--- src/design/thq_pkg.sv ---
// shared types, constants and field layout for the terrain height query block
// no dependencies; imported by every design module
`default_nettype none

package thq_pkg;

    // default heightmap edge length in samples
    localparam int GRID_MAX_DEFAULT = 256;
    // fraction bits of query positions and interpolation weights
    localparam int FRAC_BITS = 8;

    localparam int CORNER_W   = 18;  // signed corner after the triangle fix-up
    localparam int QUERY_W    = 18;
    localparam int SAMPLE_W   = 16;
    localparam int INDEX_W    = 16;
    localparam int COORD_W    = 8;   // cell coordinates never pass the 8-bit extent
    localparam int GRID_W     = 9;
    localparam int EXTENT_W   = 8;
    localparam int SCALE_W    = 16;
    localparam int CFG_IDX_W  = 2;
    localparam int CFG_DATA_W = 16;

    localparam int S_TDATA_W = 72;
    localparam int M_TDATA_W = 16;

    // placement of the input fields in s_tdata
    localparam int LOAD_INDEX_LSB = 0;
    localparam int LOAD_VALUE_LSB = LOAD_INDEX_LSB + INDEX_W;
    localparam int QUERY_X_LSB    = LOAD_VALUE_LSB + SAMPLE_W;
    localparam int QUERY_Z_LSB    = QUERY_X_LSB + QUERY_W;

    // shifted position width: holds the query plus half the extent, with sign
    localparam int PX_W = ((QUERY_W > EXTENT_W + FRAC_BITS) ?
                           QUERY_W : EXTENT_W + FRAC_BITS) + 2;

    // interpolation widths
    localparam int TOP_W = CORNER_W + FRAC_BITS + 3;
    localparam int H_W   = TOP_W + FRAC_BITS + 3;
    localparam int HF_W  = H_W - 1 - FRAC_BITS;
    localparam int P_W   = HF_W + SCALE_W;
    localparam int Q_W   = P_W + 1;
    localparam int V_W   = Q_W - FRAC_BITS;

    localparam logic [63:0] SAMPLE_MAX = 64'd65535;

    localparam int QUEUE_DEPTH = 4;
    localparam int QUEUE_PTR_W = $clog2(QUEUE_DEPTH);

    typedef enum logic [CFG_IDX_W-1:0] {
        REG_GRID_SIZE    = 2'd0,
        REG_EXTENT_X     = 2'd1,
        REG_EXTENT_Z     = 2'd2,
        REG_HEIGHT_SCALE = 2'd3
    } thq_reg_idx_t;

    typedef enum logic {
        CMD_LOAD  = 1'b0,
        CMD_QUERY = 1'b1
    } thq_cmd_t;

    // one classified transaction as it waits in the queue
    typedef struct packed {
        logic                 is_query;
        logic                 in_range;
        logic                 load_ok;
        logic [INDEX_W-1:0]   load_index;
        logic [SAMPLE_W-1:0]  load_value;
        logic [COORD_W-1:0]   x0;
        logic [COORD_W-1:0]   x1;
        logic [COORD_W-1:0]   z0;
        logic [COORD_W-1:0]   z1;
        logic [FRAC_BITS-1:0] fx;
        logic [FRAC_BITS-1:0] fz;
    } thq_item_t;

    // corners and weights leaving the sample fetch
    typedef struct packed {
        logic                 valid;
        logic                 in_range;
        logic [FRAC_BITS-1:0] fx;
        logic [FRAC_BITS-1:0] fz;
        logic [SAMPLE_W-1:0]  bl;
        logic [SAMPLE_W-1:0]  br;
        logic [SAMPLE_W-1:0]  tl;
        logic [SAMPLE_W-1:0]  tr;
    } thq_fetch_t;

endpackage

`default_nettype wire

--- src/design/thq_queue.sv ---
// short queue between the front end and the sample fetch
// depends on thq_pkg
`default_nettype none

module thq_queue import thq_pkg::*; (
    input  wire logic       aclk,
    input  wire logic       aresetn,
    input  wire logic       in_valid,
    output logic            in_ready,
    input  wire thq_item_t  in_item,
    output logic            out_valid,
    input  wire logic       out_ready,
    output thq_item_t       out_item
);

    thq_item_t                entry_reg [QUEUE_DEPTH];
    logic [QUEUE_PTR_W-1:0]   wr_ptr_reg;
    logic [QUEUE_PTR_W-1:0]   rd_ptr_reg;
    logic [QUEUE_PTR_W:0]     count_reg;
    logic [QUEUE_PTR_W:0]     count_next;
    logic                     push;
    logic                     pop;

    assign in_ready  = (count_reg != (QUEUE_PTR_W + 1)'(QUEUE_DEPTH));
    assign out_valid = (count_reg != '0);
    assign out_item  = entry_reg[rd_ptr_reg];
    assign push      = in_valid && in_ready;
    assign pop       = out_valid && out_ready;

    always_comb begin
        count_next = count_reg;
        if (push && !pop) begin
            count_next = count_reg + (QUEUE_PTR_W + 1)'(1);
        end else if (pop && !push) begin
            count_next = count_reg - (QUEUE_PTR_W + 1)'(1);
        end
    end

    always_ff @(posedge aclk) begin
        if (!aresetn) begin
            wr_ptr_reg <= '0;
            rd_ptr_reg <= '0;
            count_reg  <= '0;
        end else begin
            count_reg <= count_next;
            if (push) begin
                wr_ptr_reg <= wr_ptr_reg + QUEUE_PTR_W'(1);
            end
            if (pop) begin
                rd_ptr_reg <= rd_ptr_reg + QUEUE_PTR_W'(1);
            end
        end
    end

    always_ff @(posedge aclk) begin
        if (push) begin
            entry_reg[wr_ptr_reg] <= in_item;
        end
    end

endmodule

`default_nettype wire

--- config.mk ---
export PLATFORM = sky130hd
export DESIGN_NAME = thq_queue
export DESIGN_NICKNAME = d
export VERILOG_FILES = /design/src/design/thq_pkg.sv /design/src/design/thq_queue.sv
export SDC_FILE = /design/constraint.sdc
export NUM_CORES = 1
export LEC_CHECK = 0
export BUFFER_PORTS_ARGS = -buffer_cell sky130_fd_sc_hd__buf_4
export CAP_MARGIN = 20
export CORE_AREA = 2 2 148 150
export CTS_CLUSTER_SIZE = 24
export DETAILED_ROUTE_END_ITERATION = 10
export DIE_AREA = 0 0 150 152
export PLACE_DENSITY = 0.82
export SYNTH_ARGS = -nofsm -noshare
export SYNTH_HDL_FRONTEND = slang
export SYNTH_SLANG_ARGS = --single-unit
--- constraint.sdc ---
create_clock -name aclk -period 8 [get_ports aclk]
set_clock_uncertainty 0.1 [all_clocks]
set_input_delay 1.6 -clock aclk [delete_from_list [all_inputs] [get_ports aclk]]
set_output_delay 1.6 -clock aclk [all_outputs]
set_load 0.02 [all_outputs]
==> results.json <==
{
  "run_status": "completed",
  "area.growth.synth_to_final_pct": 21.8,
  "synthesized_area_um2": 12500,
  "totalNegativeSetupSlack_ns": 0,
  "fmaxAchievable_mhz": 221,
  "tritoncts": "done",
  "die_height_um": 152,
  "drt_first_pass_iters": 6,
  "unrepaired_setup_endpoints_after_global_routing": "false",
  "cell_area_power_density_nw_per_um2": 339,
  "post_layout_nonfiller_instances": 984,
  "antenna_violating_nets_post_route": 0,
  "postSynthRegisterBits": 341,
  "tightest_hold_check_type": "reg2reg",
  "largest_reg_flops": 332,
  "total_die_area_um2": 22800,
  "initial_core_util": 0.583,
  "primary_flip_flop_cell_chosen_by_synthesis_mapping": "sky130_fd_sc_hd__edfxtp_1",
  "wl_um": 23300,
  "number_of_buffers_between_clock_root_and_the_deepest_sink": 3,
  "max_cap_viol_count": 0,
  "insertedDiodeCount": 0,
  "via_count_of_the_routed_design": 5688,
  "cts_hold_buffers": 0,
  "start_to_end_type_of_the_worst_setup_path": "reg2out",
  "worst_pin_slew_ns": 1.08,
  "worst_ir_drop_vdd_mv": 0.280,
  "yosysTopAreaCell": "sky130_fd_sc_hd__edfxtp_1",
  "vias_per_instance": 5.78,
  "yosysUniqueCellTypes": 22,
  "drc": 0,
  "syn_inst": 481,
  "gp_congestion": 0.711,
  "placed_cells_incl_taps": 919,
  "placement.io_buffers": 171,
  "post_synth_main_area_contributors": "sky130_fd_sc_hd__edfxtp_1 (80%), sky130_fd_sc_hd__mux4_2 (15%), sky130_fd_sc_hd__dfxtp_1 (1.4%)",
  "syn_nets": 574,
  "arrival_ns": 2.83,
  "avgRoutedWirePerCell_um": 23.7,
  "hold_viol": 0,
  "end_kind": "output port",
  "cts.root.buffer_cell": "sky130_fd_sc_hd__clkbuf_16",
  "timing.final.crit_share": 0.566,
  "number_of_ports_placed_on_the_die_boundary": 172,
  "num-fill-cells": 1276,
  "slew_viol_final": 0,
  "post_synth_arst_share": 0,
  "grt_pass1_vias": 6165,
  "drt_first_iter_violations": 297,
  "post_cts_resize_count": 0,
  "area_fraction_of_the_dominant_cell_type_after_synthesis": 0.800,
  "grt_first_pass_wirelength_um": 35700,
  "synthesis.yosys.warnings": 0,
  "maximum_number_of_pins_on_one_net_before_global_route_repair": 73,
  "core_area_um2": 21400,
  "drive_above_1_share": 0.459,
  "synth.avg_cell_area_um2": 25.9,
  "seq_area_frac_synth": 0.815,
  "insertion_delay_ns": 0.50,
  "gr-usage-all-layers": 0.209,
  "power_leakage_nw": 5.12,
  "cts.repair_timing.setup_buffer_count": 0,
  "clk_transition_reported_paths_ns": 0.06,
  "worst_slew_margin_relative_to_its_limit": 0.277,
  "clkSinkCount": 341,
  "required_time_reported_for_the_critical_path_endpoint_ns": 6.30,
  "finish.net_count": 771,
  "setup_viol_count_final": 0,
  "dp_hpwl_um": 13200,
  "critPathMaxFanout": 34,
  "number_of_antenna_violations_at_the_first_check_in_global_routing": 0,
  "gr-total-overflow": 0,
  "fp.dieW_um": 150,
  "total_clock_buffers_created_by_cts": 35,
  "synth_enable_flop_cells": 332,
  "cts_htree_levels": 2,
  "min_period_ns": 4.53,
  "row_count": 54,
  "worstSetupStartpointType": "flip-flop"
}
-- metrics by stage --
stage | power [W] | utilization | worst slack [ns] | hold WS, ns | cell area, um2
finish | 0.00514 | 0.711 | 3.47 | 0.414 | 15200
global route | 0.00533 | 0.711 | 3.21 | 0.445 | 15200
CTS | 0.00519 | 0.708 | 3.08 | 0.417 | 15100
detailed placement | 0.00363 | 0.656 | 3.66 | 0.399 | 14000
global placement | 0.00360 | 0.656 | 3.64 | 0.376 | 14000
floorplan | 0.00315 | - | 3.60 | 0.368 | 12500
-- path summary, 6_finish.rpt --
check / endpoint / slack [ns] / depth (start not counted) / start
max: out_item[11] / 3.47 / 4 / flip-flop
min: wr_ptr_reg[0]$_SDFFE_PN0P_ / 0.41 / 2 / wr_ptr_reg[0]$_SDFFE_PN0P_
max reg2reg: entry_reg[1][75]$_DFFE_PP_ / 5.27 / 4 / count_reg[0]$_SDFFE_PN0P_
min reg2reg: wr_ptr_reg[0]$_SDFFE_PN0P_ / 0.41 / 2 / wr_ptr_reg[0]$_SDFFE_PN0P_
-- report_power, final --
part / total, W / switching [W] / internal [W]
clock: 0.00154 / 0.000631 / 0.000904
combinational: 0.00134 / 0.000700 / 0.000639
sequential: 0.00226 / 0.0000885 / 0.00217
-- critical path, cell delays in order, from the launching register on --
cell	delay, ns
sky130_fd_sc_hd__dfxtp_4	0.60
sky130_fd_sc_hd__buf_16	0.30
sky130_fd_sc_hd__buf_4	0.59
sky130_fd_sc_hd__mux4_2	0.61
sky130_fd_sc_hd__buf_4	0.18
-- final cells by class --
cell class	instances	area, um2	share of cell area
Tap cell	280	350	0.0231
Inverter	3	11.3	0.000742
Sequential cell	341	10200	0.670
Clock buffer	38	930	0.0613
Timing Repair Buffer	179	1380	0.0912
Multi-Input combinational cell	118	2160	0.143
Clock inverter	25	174	0.0115
-- cells by family (layout without fill, tap and decap cells) --
| group | Yosys count | count (layout) | synth area share |
|---|---|---|---|
| AND/OR/NAND/NOR | 17 | 17 | 0.00733 |
| buffers and inverters | 22 | 245 | 0.0124 |
| multiplexers | 86 | 86 | 0.152 |
| flip-flops | 341 | 341 | 0.815 |
| XOR/XNOR | 4 | 4 | 0.00281 |
| AO/OA/AOI/OAI | 5 | 5 | 0.00362 |
| adder cells (fa/ha/maj) | 6 | 6 | 0.00663 |
-- layout by cell type (no fill, tap or decap), drive strengths merged, types with 2 or more instances in the layout --
master and n:
and2 8, xnor2 3, edfxtp 332, a21boi 2
clkbuf 38, buf 179, bufinv 2, or3 2
nand2 5, clkinv 21, ha 5, inv 4
mux4 83, mux2i 3, dfxtp 9
-- synthesized netlist by cell type (2+ instances only) --
library cell               number
sky130_fd_sc_hd__or3_1          2
sky130_fd_sc_hd__ha_1           5
sky130_fd_sc_hd__buf_6          8
sky130_fd_sc_hd__buf_2          9
sky130_fd_sc_hd__edfxtp_1     332
sky130_fd_sc_hd__dfxtp_1        9
sky130_fd_sc_hd__clkbuf_1       2
sky130_fd_sc_hd__xnor2_1        3
sky130_fd_sc_hd__and2_1         8
sky130_fd_sc_hd__mux4_2        83
sky130_fd_sc_hd__nand2_1        5
sky130_fd_sc_hd__mux2i_1        3
sky130_fd_sc_hd__inv_1          3
-- layer usage --
layer,part of all wire,vias up,GRT usage
met5,0,-,0
met4,0.020,0,0.0517
met3,0.068,38,0.0480
met2,0.53,216,0.361
met1,0.38,2981,0.272
li1,-,2453,-
Note: power is estimated with default switching activity, not from simulation.
