**config.mk**
```make
export PLATFORM = sky130hd
export DESIGN_NAME = thq_interp
export DESIGN_NICKNAME = d
export VERILOG_FILES = /design/src/design/thq_pkg.sv /design/src/design/thq_interp.sv
export SDC_FILE = /design/constraint.sdc
export NUM_CORES = 2
export LEC_CHECK = 0
export BUFFER_PORTS_ARGS = -buffer_cell sky130_fd_sc_hd__buf_2
export CORE_ASPECT_RATIO = 1.2
export CORE_MARGIN = 2
export CORE_UTILIZATION = 50
export CTS_CLUSTER_SIZE = 10
export DETAILED_ROUTE_END_ITERATION = 6
export PLACE_DENSITY = 0.78
export SLEW_MARGIN = 20
export SYNTH_ARGS = -nofsm -noshare
export SYNTH_HDL_FRONTEND = slang
export SYNTH_SLANG_ARGS = --single-unit
```
**constraint.sdc**
```tcl
create_clock -name aclk -period 30.5 [get_ports aclk]
set_clock_uncertainty 0.1 [all_clocks]
set_input_delay 4.575 -clock aclk [delete_from_list [all_inputs] [get_ports aclk]]
set_output_delay 4.575 -clock aclk [all_outputs]
set_load 0.02 [all_outputs]
```
**src/design/thq_pkg.sv**
```systemverilog
// shared types, constants and field layout for the terrain height query block
// no dependencies; imported by every design module
`default_nettype none

package thq_pkg;

    // default heightmap edge length in samples
    localparam int GRID_MAX_DEFAULT = 256;
    // fraction bits of query positions and interpolation weights
    localparam int FRAC_BITS = 8;

    localparam int CORNER_W   = 18;  // signed corner after the triangle fix-up
    localparam int QUERY_W    = 18;
    localparam int SAMPLE_W   = 16;
    localparam int INDEX_W    = 16;
    localparam int COORD_W    = 8;   // cell coordinates never pass the 8-bit extent
    localparam int GRID_W     = 9;
    localparam int EXTENT_W   = 8;
    localparam int SCALE_W    = 16;
    localparam int CFG_IDX_W  = 2;
    localparam int CFG_DATA_W = 16;

    localparam int S_TDATA_W = 72;
    localparam int M_TDATA_W = 16;

    // placement of the input fields in s_tdata
    localparam int LOAD_INDEX_LSB = 0;
    localparam int LOAD_VALUE_LSB = LOAD_INDEX_LSB + INDEX_W;
    localparam int QUERY_X_LSB    = LOAD_VALUE_LSB + SAMPLE_W;
    localparam int QUERY_Z_LSB    = QUERY_X_LSB + QUERY_W;

    // shifted position width: holds the query plus half the extent, with sign
    localparam int PX_W = ((QUERY_W > EXTENT_W + FRAC_BITS) ?
                           QUERY_W : EXTENT_W + FRAC_BITS) + 2;

    // interpolation widths
    localparam int TOP_W = CORNER_W + FRAC_BITS + 3;
    localparam int H_W   = TOP_W + FRAC_BITS + 3;
    localparam int HF_W  = H_W - 1 - FRAC_BITS;
    localparam int P_W   = HF_W + SCALE_W;
    localparam int Q_W   = P_W + 1;
    localparam int V_W   = Q_W - FRAC_BITS;

    localparam logic [63:0] SAMPLE_MAX = 64'd65535;

    localparam int QUEUE_DEPTH = 4;
    localparam int QUEUE_PTR_W = $clog2(QUEUE_DEPTH);

    typedef enum logic [CFG_IDX_W-1:0] {
        REG_GRID_SIZE    = 2'd0,
        REG_EXTENT_X     = 2'd1,
        REG_EXTENT_Z     = 2'd2,
        REG_HEIGHT_SCALE = 2'd3
    } thq_reg_idx_t;

    typedef enum logic {
        CMD_LOAD  = 1'b0,
        CMD_QUERY = 1'b1
    } thq_cmd_t;

    // one classified transaction as it waits in the queue
    typedef struct packed {
        logic                 is_query;
        logic                 in_range;
        logic                 load_ok;
        logic [INDEX_W-1:0]   load_index;
        logic [SAMPLE_W-1:0]  load_value;
        logic [COORD_W-1:0]   x0;
        logic [COORD_W-1:0]   x1;
        logic [COORD_W-1:0]   z0;
        logic [COORD_W-1:0]   z1;
        logic [FRAC_BITS-1:0] fx;
        logic [FRAC_BITS-1:0] fz;
    } thq_item_t;

    // corners and weights leaving the sample fetch
    typedef struct packed {
        logic                 valid;
        logic                 in_range;
        logic [FRAC_BITS-1:0] fx;
        logic [FRAC_BITS-1:0] fz;
        logic [SAMPLE_W-1:0]  bl;
        logic [SAMPLE_W-1:0]  br;
        logic [SAMPLE_W-1:0]  tl;
        logic [SAMPLE_W-1:0]  tr;
    } thq_fetch_t;

endpackage

`default_nettype wire

```
**src/design/thq_interp.sv**
```systemverilog
// interpolation pipeline: triangle fix-up, x then z blend, scaling, rounding,
// divide by 65535 and the result register; depends on thq_pkg
`default_nettype none

module thq_interp import thq_pkg::*; (
    input  wire logic                aclk,
    input  wire logic                aresetn,
    input  wire thq_fetch_t          fetch_i,
    input  wire logic [SCALE_W-1:0]  height_scale,
    output logic                     enable,
    output logic                     m_tvalid,
    input  wire logic                m_tready,
    output logic [M_TDATA_W-1:0]     m_tdata,   // [15:0] height
    output logic                     m_tuser    // [0] in_range
);

    localparam logic [FRAC_BITS:0] ONE_S    = (FRAC_BITS + 1)'(1) << FRAC_BITS;
    localparam logic [Q_W-1:0]     HALF_DEN = Q_W'(SAMPLE_MAX << (FRAC_BITS - 1));
    localparam logic [V_W-1:0]     SAT_LIM  = V_W'(SAMPLE_MAX << 16);
    localparam logic [16:0]        ONE_DIV  = 17'(SAMPLE_MAX);
    localparam logic [16:0]        TWO_DIV  = 17'(SAMPLE_MAX << 1);

    // fix-up stage
    logic                        c_valid_reg;
    logic                        c_in_range_reg;
    logic [FRAC_BITS-1:0]        c_fx_reg;
    logic [FRAC_BITS-1:0]        c_fz_reg;
    logic signed [CORNER_W-1:0]  c_bl_reg;
    logic signed [CORNER_W-1:0]  c_br_reg;
    logic signed [CORNER_W-1:0]  c_tl_reg;
    logic signed [CORNER_W-1:0]  c_tr_reg;
    logic signed [CORNER_W-1:0]  bl_s;
    logic signed [CORNER_W-1:0]  br_s;
    logic signed [CORNER_W-1:0]  tl_s;
    logic signed [CORNER_W-1:0]  tr_s;
    logic signed [CORNER_W-1:0]  br_next;
    logic signed [CORNER_W-1:0]  tl_next;

    // x blend stage
    logic                        d_valid_reg;
    logic                        d_in_range_reg;
    logic [FRAC_BITS-1:0]        d_fz_reg;
    logic signed [TOP_W-1:0]     d_top_reg;
    logic signed [TOP_W-1:0]     d_bot_reg;
    logic signed [TOP_W-1:0]     wx_s;
    logic signed [TOP_W-1:0]     fx_s;
    logic [FRAC_BITS:0]          wx;

    // z blend stage
    logic                        e_valid_reg;
    logic                        e_in_range_reg;
    logic signed [H_W-1:0]       e_h_reg;
    logic signed [H_W-1:0]       wz_s;
    logic signed [H_W-1:0]       fz_s;
    logic [FRAC_BITS:0]          wz;

    // scale stage
    logic                        f_valid_reg;
    logic                        f_in_range_reg;
    logic [P_W-1:0]              f_prod_reg;
    logic [HF_W-1:0]             hf;

    // rounding stage
    logic                        g_valid_reg;
    logic                        g_in_range_reg;
    logic [Q_W-1:0]              g_sum_reg;

    // result register
    logic                        out_valid_reg;
    logic                        out_in_range_reg;
    logic [M_TDATA_W-1:0]        out_height_reg;
    logic [M_TDATA_W-1:0]        height_next;
    logic [V_W-1:0]              v;
    logic [15:0]                 q_est;
    logic [16:0]                 rem;

    assign enable   = !out_valid_reg || m_tready;
    assign m_tvalid = out_valid_reg;
    assign m_tdata  = out_height_reg;
    assign m_tuser  = out_in_range_reg;

    // one corner is rebuilt so the cell splits into two planar triangles
    always_comb begin
        bl_s = CORNER_W'(fetch_i.bl);
        br_s = CORNER_W'(fetch_i.br);
        tl_s = CORNER_W'(fetch_i.tl);
        tr_s = CORNER_W'(fetch_i.tr);
        if (fetch_i.fz >= fetch_i.fx) begin
            br_next = bl_s + (tr_s - tl_s);
            tl_next = tl_s;
        end else begin
            br_next = br_s;
            tl_next = tr_s + (bl_s - br_s);
        end
    end

    always_comb begin
        wx   = ONE_S - (FRAC_BITS + 1)'(c_fx_reg);
        wx_s = TOP_W'(wx);
        fx_s = TOP_W'(c_fx_reg);
        wz   = ONE_S - (FRAC_BITS + 1)'(d_fz_reg);
        wz_s = H_W'(wz);
        fz_s = H_W'(d_fz_reg);
        // negative heights clamp to zero before the fraction bits drop
        hf   = e_h_reg[H_W-1] ? '0 : e_h_reg[H_W-2:FRAC_BITS];
    end

    // divide by 65535: v = q*65536 + lo = q*65535 + (q + lo), at most two corrections
    always_comb begin
        v      = g_sum_reg[Q_W-1:FRAC_BITS];
        q_est  = v[31:16];
        rem    = 17'(v[15:0]) + 17'(q_est);
        if (!g_in_range_reg) begin
            height_next = '0;
        end else if (v >= SAT_LIM) begin
            height_next = '1;
        end else begin
            height_next = q_est + 16'(rem >= ONE_DIV) + 16'(rem >= TWO_DIV);
        end
    end

    always_ff @(posedge aclk) begin
        if (!aresetn) begin
            c_valid_reg   <= 1'b0;
            d_valid_reg   <= 1'b0;
            e_valid_reg   <= 1'b0;
            f_valid_reg   <= 1'b0;
            g_valid_reg   <= 1'b0;
            out_valid_reg <= 1'b0;
        end else if (enable) begin
            c_valid_reg   <= fetch_i.valid;
            d_valid_reg   <= c_valid_reg;
            e_valid_reg   <= d_valid_reg;
            f_valid_reg   <= e_valid_reg;
            g_valid_reg   <= f_valid_reg;
            out_valid_reg <= g_valid_reg;
        end
    end

    always_ff @(posedge aclk) begin
        if (enable) begin
            c_in_range_reg <= fetch_i.in_range;
            c_fx_reg       <= fetch_i.fx;
            c_fz_reg       <= fetch_i.fz;
            c_bl_reg       <= bl_s;
            c_br_reg       <= br_next;
            c_tl_reg       <= tl_next;
            c_tr_reg       <= tr_s;

            d_in_range_reg <= c_in_range_reg;
            d_fz_reg       <= c_fz_reg;
            d_top_reg      <= TOP_W'(c_tl_reg) * wx_s + TOP_W'(c_tr_reg) * fx_s;
            d_bot_reg      <= TOP_W'(c_bl_reg) * wx_s + TOP_W'(c_br_reg) * fx_s;

            e_in_range_reg <= d_in_range_reg;
            e_h_reg        <= H_W'(d_bot_reg) * wz_s + H_W'(d_top_reg) * fz_s;

            f_in_range_reg <= e_in_range_reg;
            f_prod_reg     <= P_W'(hf) * P_W'(height_scale);

            g_in_range_reg <= f_in_range_reg;
            g_sum_reg      <= Q_W'(f_prod_reg) + HALF_DEN;

            out_in_range_reg <= g_in_range_reg;
            out_height_reg   <= height_next;
        end
    end

endmodule

`default_nettype wire

```
==> impl_metrics.toml <==
[setup_path]
worstPathArrival_ns = 10.94
critical_path.max_stage_delay_ns = 0.57
crit_buf_inv = 4
crit_path_end_kind = "flop"
cp_cell_sequence = "buf_2 -> nand2_1 -> fa_1 -> inv_1 -> fa_1 -> fa_1 -> fa_1 -> inv_1 -> fa_1 -> inv_1 -> fa_1 -> ha_1 -> a21oi_1 -> nand2_1 -> a311oi_1 -> nor2_1 -> o21ai_2 -> o21ai_1 -> a31o_2 -> a21o_1 -> a21oi_1 -> xnor2_1"
cp.required_ns = 30.74
worst_setup_path_start_kind = "input port"
cp_slowest_cell = "fa_1"
critPathMaxFanout = 30
cpMostUsedCell = "fa_1"
reg2regPathDepth = 32
cp_num_cells = 22
crit_type = "input port to flop"
cp_top_family = "adder cells"

[detailed_routing]
remaining_drc_errors = 0
drt_pass1_iterations = 6
antenna_left = 0
wl_um = 148600
vias = 45730
vias_per_cell = 5.395
drtIter0Drc = 2613
routedWlPerCell_um = 17.53

[yosys]
ys_async_sr_fraction_pct = 0
syn-num-nets = 8773
ys_seq_elements = 288
ys_top_cells_by_area = "fa_1 41%, edfxtp_1 13%, ha_1 11%, inv_1 8.3%, and2_1 7.4%"
synth-edff-count = 282
synth_most_common_cell = "inv_1"
synth_ff_type = "edfxtp_1"
synth_common_cells = "1441 x inv_1, 1335 x fa_1, 894 x nand2_1"
netlist_area_um2 = 65280
yosysTopAreaCell = "fa_1"
yosysUniqueCellTypes = 76
synth_top_area_share_pct = 40.94
yosysWarnings = 0
avgSynthCellArea_um2 = 9.634
ys_seq_area_share_pct = 13.16
netlist_instances = 6776

[global_route]
grt.overflow.total = 0
antenna_found_initial = 2
grt_pass1_wl_um = 248200
grt_max_degree = 69
grt_pass1_vias = 50940
grt_usage_pct = 22.95

[clocking]
cts_inserted_buffers = 39
cts_max_path_buffers = 3
worstSkewPairLatency_ns = 0.64
cts-root-buf = "clkbuf_16"
post_cts_resized = 0
post_cts_buffers = 0
cts_tree = "built"
htreeDepth = 2
clkTransAtPathRegs_ns = 0.05
cts_sinks = 288
cts_hold_buf = 0

[sta]
finalSetupViolations = 0
slew_viol_final = 0
clock.fmax_mhz = 93.49
relSlewSlack_pct = 27.78
tns_ns = 0
fin_crit_sh_pct = 35.07
fin_crit_ns = 10.70
rsz0062_at_grt = "no"
worstMarginPinSlew_ns = 1.083
finalHoldViolations = 0

[hold_path]
hold_path.class = "flop to flop"
holdPathStages = 0

[floorplanning]
start_util_pct = 50.25
io_pins = 120
dieArea_um2 = 133500
rows = 145
coreArea_um2 = 129900
die_h_um = 399.8
fp.dieW_um = 333.8

[finish]
syn2layout_area_growth_pct = 5.662
final_core_util_pct = 53.10
finalNetCount = 8764
n_antenna_cell = 0
drive_gt1_share_pct = 4.184

[placement]
io_buffers = 119
place_hpwl_um = 124200
globalplace.congestion = 0.9032

[run]
drv_cap = 0

[outcome]
status = "complete, no violations"
-- per-stage QoR --
step / hold WS [ns] / setup slack (ns) / std cells / area [um2]
6_report: 0.3120 / 19.80 / 8477 / 68970
5_1_grt: 0.3186 / 19.42 / 8477 / 68970
4_1_cts: 0.3128 / 19.89 / 8475 / 68940
3_5_place_dp: 0.3045 / 19.25 / 8414 / 67720
3_3_place_gp: 0.3016 / 19.36 / 8414 / 67720
2_1_floorplan: 0.3003 / 13.15 / 6776 / 65280
-- routing by layer --
layer	wire (um)	track usage, %	vias up
li1	-	-	20530
met4	6062	9.234	0
met3	8216	2.843	451
met2	78880	43.53	1602
met1	55450	26.05	23150
met5	0	0	-
-- kinds of logic after synthesis --
kind of cell,Yosys count,share of synthesized area (%)
AO/OA/AOI/OAI,524,5.208
XOR/XNOR,283,3.797
adder cells (fa/ha/maj),1896,51.69
buffers and inverters,1669,9.603
flip-flops,288,13.16
multiplexers,38,0.6018
AND/OR/NAND/NOR,2078,15.94
-- worst reg2reg max path, delay by kind of cell (launching register included) --
family                   cells  cell delay [ns]
adder cells (fa/ha/maj)      8             3.45
AO/OA/AOI/OAI               10             2.30
AND/OR/NAND/NOR              6             1.31
XOR/XNOR                     3             1.19
buffers and inverters        5             0.67
flip-flops                   1             0.33
-- area by class of cell --
type | instances | area (um2)
Clock inverter | 16 | 220.2
Multi-Input combinational cell | 4819 | 50590
Inverter | 1441 | 5409
Fill cell | 11160 | 60920
Timing Repair Buffer | 178 | 1054
Sequential cell | 288 | 8588
Tap cell | 1690 | 2115
Clock buffer | 45 | 998.5
-- final timing paths --
path / start / to / slack [ns]
max: height_scale[1] / f_prod_reg[44] / 19.80
min: c_fz_reg[3] / d_fz_reg[3] / 0.31
min reg2reg: c_fz_reg[3] / d_fz_reg[3] / 0.31
max reg2reg: c_fx_reg[1] / d_bot_reg[27] / 20.97
-- placed cells by master (no fill, tap or decap), types with 56 or more instances in the layout --
cell type / instances
inv_1: 1441
a21oi_1: 179
nand3_1: 56
nand2_1: 894
buf_4: 57
nor2b_1: 56
a21o_1: 80
xnor2_1: 174
ha_1: 561
and2_1: 777
o21ai_0: 86
nor2_1: 121
xor2_1: 98
fa_1: 1335
edfxtp_1: 282
buf_2: 119
Power is left out: the tool's default activity adds up to more than one toggle a clock period on the data nets, which glitch-free logic cannot reach.
