$ cat config.mk
export PLATFORM = sky130hd
export DESIGN_NAME = thq_front
export DESIGN_NICKNAME = d
export VERILOG_FILES = /design/src/design/thq_pkg.sv /design/src/design/thq_front.sv
export SDC_FILE = /design/constraint.sdc
export NUM_CORES = 1
export LEC_CHECK = 0
export BUFFER_PORTS_ARGS = -buffer_cell sky130_fd_sc_hd__buf_2
export CORE_MARGIN = 2
export CORE_UTILIZATION = 31
export CTS_CLUSTER_SIZE = 16
export DETAILED_ROUTE_END_ITERATION = 16
export HOLD_SLACK_MARGIN = 0.06
export MAX_ROUTING_LAYER = met4
export PLACE_DENSITY = 0.61
export SYNTH_ARGS = -nofsm -noshare
export SYNTH_HDL_FRONTEND = slang
export SYNTH_SLANG_ARGS = --single-unit
$ cat constraint.sdc
create_clock -name aclk -period 4.2 [get_ports aclk]
set_input_delay 0.21 -clock aclk [delete_from_list [all_inputs] [get_ports aclk]]
set_output_delay 0.21 -clock aclk [all_outputs]
set_load 0.02 [all_outputs]
$ cat src/design/thq_pkg.sv
// shared types, constants and field layout for the terrain height query block
// no dependencies; imported by every design module
`default_nettype none

package thq_pkg;

    // default heightmap edge length in samples
    localparam int GRID_MAX_DEFAULT = 256;
    // fraction bits of query positions and interpolation weights
    localparam int FRAC_BITS = 8;

    localparam int CORNER_W   = 18;  // signed corner after the triangle fix-up
    localparam int QUERY_W    = 18;
    localparam int SAMPLE_W   = 16;
    localparam int INDEX_W    = 16;
    localparam int COORD_W    = 8;   // cell coordinates never pass the 8-bit extent
    localparam int GRID_W     = 9;
    localparam int EXTENT_W   = 8;
    localparam int SCALE_W    = 16;
    localparam int CFG_IDX_W  = 2;
    localparam int CFG_DATA_W = 16;

    localparam int S_TDATA_W = 72;
    localparam int M_TDATA_W = 16;

    // placement of the input fields in s_tdata
    localparam int LOAD_INDEX_LSB = 0;
    localparam int LOAD_VALUE_LSB = LOAD_INDEX_LSB + INDEX_W;
    localparam int QUERY_X_LSB    = LOAD_VALUE_LSB + SAMPLE_W;
    localparam int QUERY_Z_LSB    = QUERY_X_LSB + QUERY_W;

    // shifted position width: holds the query plus half the extent, with sign
    localparam int PX_W = ((QUERY_W > EXTENT_W + FRAC_BITS) ?
                           QUERY_W : EXTENT_W + FRAC_BITS) + 2;

    // interpolation widths
    localparam int TOP_W = CORNER_W + FRAC_BITS + 3;
    localparam int H_W   = TOP_W + FRAC_BITS + 3;
    localparam int HF_W  = H_W - 1 - FRAC_BITS;
    localparam int P_W   = HF_W + SCALE_W;
    localparam int Q_W   = P_W + 1;
    localparam int V_W   = Q_W - FRAC_BITS;

    localparam logic [63:0] SAMPLE_MAX = 64'd65535;

    localparam int QUEUE_DEPTH = 4;
    localparam int QUEUE_PTR_W = $clog2(QUEUE_DEPTH);

    typedef enum logic [CFG_IDX_W-1:0] {
        REG_GRID_SIZE    = 2'd0,
        REG_EXTENT_X     = 2'd1,
        REG_EXTENT_Z     = 2'd2,
        REG_HEIGHT_SCALE = 2'd3
    } thq_reg_idx_t;

    typedef enum logic {
        CMD_LOAD  = 1'b0,
        CMD_QUERY = 1'b1
    } thq_cmd_t;

    // one classified transaction as it waits in the queue
    typedef struct packed {
        logic                 is_query;
        logic                 in_range;
        logic                 load_ok;
        logic [INDEX_W-1:0]   load_index;
        logic [SAMPLE_W-1:0]  load_value;
        logic [COORD_W-1:0]   x0;
        logic [COORD_W-1:0]   x1;
        logic [COORD_W-1:0]   z0;
        logic [COORD_W-1:0]   z1;
        logic [FRAC_BITS-1:0] fx;
        logic [FRAC_BITS-1:0] fz;
    } thq_item_t;

    // corners and weights leaving the sample fetch
    typedef struct packed {
        logic                 valid;
        logic                 in_range;
        logic [FRAC_BITS-1:0] fx;
        logic [FRAC_BITS-1:0] fz;
        logic [SAMPLE_W-1:0]  bl;
        logic [SAMPLE_W-1:0]  br;
        logic [SAMPLE_W-1:0]  tl;
        logic [SAMPLE_W-1:0]  tr;
    } thq_fetch_t;

endpackage

`default_nettype wire

$ cat src/design/thq_front.sv
// front end: takes input transactions, splits loads from queries and works out
// the cell corners and fractions; depends on thq_pkg
`default_nettype none

module thq_front import thq_pkg::*; #(
    parameter int GRID_MAX = GRID_MAX_DEFAULT
) (
    input  wire logic                 aclk,
    input  wire logic                 aresetn,
    input  wire logic                 s_tvalid,
    output logic                      s_tready,
    input  wire logic [S_TDATA_W-1:0] s_tdata,
    input  wire logic                 s_tuser,
    input  wire logic [GRID_W-1:0]    grid_g,
    input  wire logic [EXTENT_W-1:0]  extent_x,
    input  wire logic [EXTENT_W-1:0]  extent_z,
    output logic                      item_valid,
    output thq_item_t                 item,
    input  wire logic                 queue_ready
);

    localparam int STORE_DEPTH = GRID_MAX * GRID_MAX;

    logic      front_valid_reg;
    thq_item_t front_item_reg;
    thq_item_t item_next;

    logic signed [QUERY_W-1:0] qx;
    logic signed [QUERY_W-1:0] qz;
    logic signed [PX_W-1:0]    px;
    logic signed [PX_W-1:0]    pz;
    logic signed [PX_W-1:0]    limit_x;
    logic signed [PX_W-1:0]    limit_z;
    logic [COORD_W-1:0]        cx;
    logic [COORD_W-1:0]        cz;
    logic [GRID_W-1:0]         gm1;
    logic [GRID_W-1:0]         cx_inc;
    logic [GRID_W-1:0]         cz_inc;
    logic                      on_terrain;

    assign s_tready   = !front_valid_reg || queue_ready;
    assign item_valid = front_valid_reg;
    assign item       = front_item_reg;

    always_comb begin
        qx = s_tdata[QUERY_X_LSB +: QUERY_W];
        qz = s_tdata[QUERY_Z_LSB +: QUERY_W];
        px = PX_W'(qx) + (PX_W'(extent_x) << (FRAC_BITS - 1));
        pz = PX_W'(qz) + (PX_W'(extent_z) << (FRAC_BITS - 1));
        limit_x = PX_W'(extent_x) << FRAC_BITS;
        limit_z = PX_W'(extent_z) << FRAC_BITS;
        on_terrain = !px[PX_W-1] && !pz[PX_W-1] && (px < limit_x) && (pz < limit_z);

        cx = px[FRAC_BITS +: COORD_W];
        cz = pz[FRAC_BITS +: COORD_W];
        gm1 = grid_g - GRID_W'(1);
        cx_inc = GRID_W'(cx) + GRID_W'(1);
        cz_inc = GRID_W'(cz) + GRID_W'(1);

        item_next.is_query   = (s_tuser == CMD_QUERY);
        item_next.in_range   = (s_tuser == CMD_QUERY) && on_terrain;
        item_next.load_index = s_tdata[LOAD_INDEX_LSB +: INDEX_W];
        item_next.load_value = s_tdata[LOAD_VALUE_LSB +: SAMPLE_W];
        item_next.load_ok    = 32'(s_tdata[LOAD_INDEX_LSB +: INDEX_W]) < 32'(STORE_DEPTH);

        // neighbours clamp to the last row and column in use
        item_next.x0 = (GRID_W'(cx) > gm1) ? gm1[COORD_W-1:0] : cx;
        item_next.x1 = (cx_inc > gm1) ? gm1[COORD_W-1:0] : cx_inc[COORD_W-1:0];
        item_next.z0 = (GRID_W'(cz) > gm1) ? gm1[COORD_W-1:0] : cz;
        item_next.z1 = (cz_inc > gm1) ? gm1[COORD_W-1:0] : cz_inc[COORD_W-1:0];
        item_next.fx = px[FRAC_BITS-1:0];
        item_next.fz = pz[FRAC_BITS-1:0];
    end

    always_ff @(posedge aclk) begin
        if (!aresetn) begin
            front_valid_reg <= 1'b0;
        end else if (s_tready) begin
            front_valid_reg <= s_tvalid;
        end
    end

    always_ff @(posedge aclk) begin
        if (s_tvalid && s_tready) begin
            front_item_reg <= item_next;
        end
    end

endmodule

`default_nettype wire

==> results of run 1 <==
## cells by family after synthesis
family	share of synthesized area (%)
xor+xnor	5.770
flops	47.31
compound gates	11.04
fa+ha+maj	16.74
buf+inv	3.767
mux	5.865
simple gates	9.442
other cells	0.07146
## metal layers
metal | share of wire, % | global-route usage [%] | wire, um | up-vias
met2 | 47 | 27.64 | 6884 | 175
met5 | 0 | - | 0 | -
met3 | 6.5 | 3.137 | 955 | 20
met4 | 1.9 | 6.023 | 276 | 0
li1 | - | - | - | 2143
met1 | 45 | 20.34 | 6539 | 2010
## state kept, by name, summed over array words and instances (netlist names)
signal,flops
item,82
item_valid,1
## path summary, 6_finish.rpt
kind / endpoint / start
worst max-delay path: item[34]$_DFFE_PP_ / s_tdata[39]
worst min-delay path: item_valid$_SDFFE_PN0N_ / aresetn
worst max register to register: item[31]$_DFFE_PP_ / item_valid$_SDFFE_PN0N_
worst min register to register: item_valid$_SDFFE_PN0N_ / item_valid$_SDFFE_PN0N_
## cell usage in the layout, fill, tap and decap left out, types with 16 or more instances in the layout
cell type        n
xnor2_1         20
nor2_1          21
buf_2          181
edfxtp_1        82
buf_4           16
mux2i_1         27
ha_1            67
dlygate4sd3_1   47
inv_1           48
a21oi_1         26
## final cells by class
class                           count  area [sq um]
Multi-Input combinational cell    307          2570
Tap cell                          220         275.3
Fill cell                        1599          9260
Sequential cell                    83          2482
Clock inverter                      6         87.58
Inverter                           48         180.2
Timing Repair Buffer              244          1496
Clock buffer                       10         229.0
Antenna cell                        1         2.502
## worst reg2reg max path: cells and delay by family, from the launching register on
family / cells / cell delay (ns)
and+or+nand+nor: 2 / 0.94
DFF: 1 / 0.30
## per-stage QoR
step                      cell area [sq um]  setup slack, ns  std cells
after floorplan                        5248           0.5091        441
after global placement                 6534           0.1173        855
after detailed placement               6534         0.005049        855
after CTS                              7311           0.3642        917
after global routing                   7323          0.02965        919
final                                  7323           0.3282        919
## report_power, final
| part | leakage, nW | internal (mW) | switching (mW) | total (mW) |
|---|---|---|---|---|
| Combinational | 2.48 | 0.427 | 0.593 | 1.02 |
| Sequential | 0.801 | 1.03 | 0.0203 | 1.05 |
| Clock | 0.157 | 0.522 | 0.321 | 0.843 |
| Total | 3.44 | 1.98 | 0.934 | 2.91 |
## timing repair
action,in CTS,in global routing
endpoints found under the hold margin,46,1
hold buffers,46,1
endpoints found under the setup margin,0,0
buffers inserted,0,0
==> results.cfg, run 1 <==
[timing]
rsz0062_at_grt = no
tns_ns = 0
whs_ns = 0.1213
relSlewSlack_pct = 30.03
finalSetupViolations = 0
clock_skew_ns = 0.009348
fmax_mhz = 258.3
slew_viol_final = 0
final_hold_viol_count = 0
worst_slew_pin_slew_ns = 1.050
min_period_ns = 3.872
fin_crit_sh_pct = 92.19

[setup_path]
cp_top_family = compound AO/OA/AOI/OAI gates
critical-path-slowest-cell = fa_1
path_common_cell = a21oi_1
critPathRequiredTime_ns = 4.29
cp_cell_sequence = buf_2 > ha_1 > fa_1 > a21o_2 > a21oi_1 > xnor2_1 > nand3_1 > nor2_1 > xnor2_1 > inv_1 > ha_1 > a21o_1 > a21oi_1 > o31ai_1 > a21oi_1 > a41o_1 > mux2_2
arrival_ns = 3.96
slowest_delay_ns = 0.42
worst-r2r-cell-count = 2
crit_fanout = 8
cp-start-kind = input port
cp-end-kind = flip-flop
critPathBufInv = 2
critical_path_depth = 17
reg2reg_slack_ns = 2.51
critical_path_class = input port to flip-flop

[clock_network]
cts_tree = done
clk_pin_slew_ns = 0.06
h-tree-depth = 3
cts_buffers = 9
ctsResizeCount = 0
cts_root_buf = clkbuf_16
clock_latency_ns = 0.34
cts.sinks = 83
clk_path_buf_depth = 2

[synth]
synth.most_common_cell = edfxtp_1
syn_nets = 612
ys_ff_latch = 83
synth.distinct_cells = 61
synth_edf_count = 82
avgSynthCellArea_sq_um = 11.90
synthCells = 441
synth_common_cells = edfxtp_1 (82), ha_1 (67), inv_1 (48)
ys.flop_type = edfxtp_1
synth.cell_area_sq_um = 5248
synthArstFlopShare_pct = 0
synth_warnings = 0
netlist_top_cells_area = edfxtp_1 (47%), ha_1 (16%), mux2i_1 (5.2%)
yosys.area.top_type = edfxtp_1
synth_top_area_share_pct = 46.92
seq_area_frac_synth_pct = 47.31

[hold_path]
worstHoldPathType = input port to flip-flop
holdPathStages = 2

[placed_design]
hpwl_um = 11270
io_buffer_count = 181
gp_congestion = 0.8714

[finish]
fin_util_pct = 44.16
syn_to_final_growth_pct = 39.56
drive_gt1_share_pct = 32.81
layout.nets = 864

[drt]
drc_errors = 0
routedWlPerCell_um = 15.95
viasPerCell = 4.731
wirelength_um = 14660
ant_nets = 0
drt_iter0_drc = 193
first_pass_iters = 4
num_vias = 4348

[power_and_ir_drop]
p_per_area_nw_per_um2 = 397.5
p_total_mw = 2.911
leakage_nw = 3.442
peakVddDrop_mv = 0.1744

[global_route]
grt_max_degree = 83
gr-usage-all-layers_pct = 16.65
grt_pass1_vias = 4607
antenna_found_initial = 1
grt_pass1_wl_um = 22670
gr-total-overflow = 0

[floorplanning]
core_sq_um = 16580
initial_core_util_pct = 31.64
io_pins = 187
die_h_um = 134.1
row_count = 47
dieArea_sq_um = 17980
die_x_um = 134.1

[run]
drv_cap = 0

[outcome]
run_status = complete, no violations
(Power assumes the default switching activity.)
==> run 2, diff against run 1 <==
- ABC_AREA: not set -> 1
- PLACE_DENSITY: 0.61 -> 0.6
==> results.cfg, run 2 <==
[outcome]
run_status = complete, no violations

[drt]
ant_nets = 0
drt_iter0_drc = 180
first_pass_iters = 4
wirelength_um = 14470
drc_errors = 0
routedWlPerCell_um = 13.64
viasPerCell = 4.501
num_vias = 4776

[finish]
syn_to_final_growth_pct = 33.95
final_cell_mix = buf_2 (181), nand2_1 (154), edfxtp_1 (82)
antennaDiodeCount = 0
final_cell_area_sq_um = 7528
largest_reg_flops = 82
drive_gt1_share_pct = 30.53
layout.nets = 998
mostFrequentLayoutCell = buf_2

[placed_design]
placed_cell_area_sq_um = 6814
gp_congestion = 0.8601
hpwl_um = 11470
io_buffer_count = 181

[timing]
clock_skew_ns = 0.008581
worst_slew_pin_slew_ns = 0.9479
finalSetupViolations = 0
relSlewSlack_pct = 36.59
tns_ns = 0
slew_viol_final = 0
min_period_ns = 3.359
final_hold_viol_count = 0
fmax_mhz = 297.7
fin_crit_sh_pct = 79.98
rsz0062_at_grt = no

[setup_path]
crit_fanout = 16
arrival_ns = 3.44
critical_path_class = input port to flip-flop
critical-path-slowest-cell = fa_1
critPathRequiredTime_ns = 4.28
critPathBufInv = 3
cp_cell_sequence = buf_2 > ha_1 > fa_1 > inv_1 > nor2_1 > nand3_2 > nor2_4 > nand3_2 > nand2_1 > inv_1 > ha_1 > nand2_1 > nor2_1 > nand2_1 > o211ai_1 > nand2_1 > nand3_1 > o21ai_2
cp-start-kind = input port
slowest_delay_ns = 0.64
critical_path_depth = 18
path_common_cell = nand2_1
cp-end-kind = flip-flop
worst-r2r-cell-count = 2
cp_top_family = simple AND/OR/NAND/NOR gates

[hold_path]
holdPathStages = 1
worstHoldPathType = input port to flip-flop

[clock_network]
clk_path_buf_depth = 2
ctsResizeCount = 0
cts_root_buf = clkbuf_16
cts.sinks = 83
cts_buffers = 9
hold_buffers = 43
clock_latency_ns = 0.34
h-tree-depth = 3
post_cts_buffers = 0
clk_pin_slew_ns = 0.06
cts_tree = done

[global_route]
use_met2_pct = 24.83
grt_max_degree = 58
busiest_layer = met2
grt_pass1_vias = 4621
grt_pass1_wl_um = 23100
gr-usage-all-layers_pct = 15.43
antenna_found_initial = 0
grt_use_met1_pct = 20.17
gr-total-overflow = 0
gr-usage-met3_pct = 2.383

[floorplanning]
dieArea_sq_um = 19220
initial_core_util_pct = 31.40
die_x_um = 138.7
io_pins = 187
core_sq_um = 17900
row_count = 49
die_h_um = 138.7

[run]
drv_cap = 0

[power_and_ir_drop]
p_switching_uw = 974.6
p_sw_share_pct = 35.07
clockPowerShare_pct = 27.2
p_comb_share_pct = 35.1
p_per_area_nw_per_um2 = 369.1
peakVddDrop_mv = 0.2005
leakage_nw = 3.659
internal_power_mw = 1.804
p_seq_share_pct = 37.7

[synth]
synthCells = 593
synth_top_area_share_pct = 43.81
seq_area_frac_synth_pct = 44.17
synth_common_cells = nand2_1 (154), edfxtp_1 (82), inv_1 (71)
synth.distinct_cells = 49
synth.cell_area_sq_um = 5620
syn_nets = 764
avgSynthCellArea_sq_um = 9.478
synth_edf_count = 82
netlist_top_cells_area = edfxtp_1 (44%), ha_1 (15%), nand2_1 (10%)
synth.most_common_cell = nand2_1
ys.flop_type = edfxtp_1
yosys.area.top_type = edfxtp_1
ys_ff_latch = 83
synthArstFlopShare_pct = 0
synth_warnings = 0
-- run 2: cell types whose count changed after synthesis, sizes merged, moves of 10 or more --
| cell | previous run | this run |
|---|---|---|
| xnor2 | 22 | 8 |
| o21ai | 13 | 37 |
| mux2i | 27 | 0 |
| nor2 | 21 | 31 |
| nand2 | 14 | 170 |
| inv | 48 | 75 |
| nand3 | 12 | 42 |
-- run 2: worst paths after layout --
kind	endpoint	slack (ns)	start
max	item[22]$_DFFE_PP_	0.84	extent_z[0]
min	item[77]$_DFFE_PP_	0.07	s_tdata[13]
max reg2reg	item[26]$_DFFE_PP_	2.40	item_valid$_SDFFE_PN0N_
min reg2reg	item_valid$_SDFFE_PN0N_	0.55	item_valid$_SDFFE_PN0N_
-- run 2: cell type report --
cell class                 count  area, sq um
clock inverter                 7        58.81
sequential                    83         2482
timing repair buffer         229         1386
multi-input combinational    428         2804
tap                          229        286.5
inverter                      76        285.3
fill                        1778        10370
clock buffer                   9        225.2
-- run 2: per-layer routing --
layer | part of all wire [%] | wire length, um | vias to the layer above
met5 | 0 | 0 | -
met4 | 1.8 | 262 | 0
met3 | 4.5 | 654 | 13
met2 | 46 | 6625 | 143
met1 | 48 | 6929 | 2146
li1 | - | - | 2474
-- run 2: metrics by stage --
stage / power [mW] / worst slack, ns / util, % / hold WS (ns) / std cells
floorplan: 1.747 / 1.098 / - / 0.3089 / 593
global placement: 2.000 / 0.5492 / 38.06 / 0.3864 / 1002
detailed placement: 2.017 / 0.5184 / 38.06 / 0.3886 / 1002
CTS: 2.816 / 0.8674 / 42.05 / 0.06181 / 1061
global route: 2.975 / 0.4969 / 42.05 / 0.06175 / 1061
finish: 2.779 / 0.8408 / 42.05 / 0.07211 / 1061
-- run 2: cells by family after synthesis --
family | count (synthesis) | synth area share, %
compound gates | 79 | 8.482
simple gates | 260 | 21.55
buf+inv | 82 | 6.144
flops | 83 | 44.17
xor+xnor | 19 | 3.963
other cells | 1 | 0.06672
fa+ha+maj | 69 | 15.63
-- run 2: power by group through the flow --
stage / Clock, mW / Sequential [mW] / Combinational (mW)
floorplan: 0 / 1.18 / 0.566
global placement: 0 / 1.06 / 0.936
detailed placement: 0 / 1.07 / 0.950
CTS: 0.781 / 1.05 / 0.985
global route: 0.815 / 1.06 / 1.10
finish: 0.755 / 1.05 / 0.977
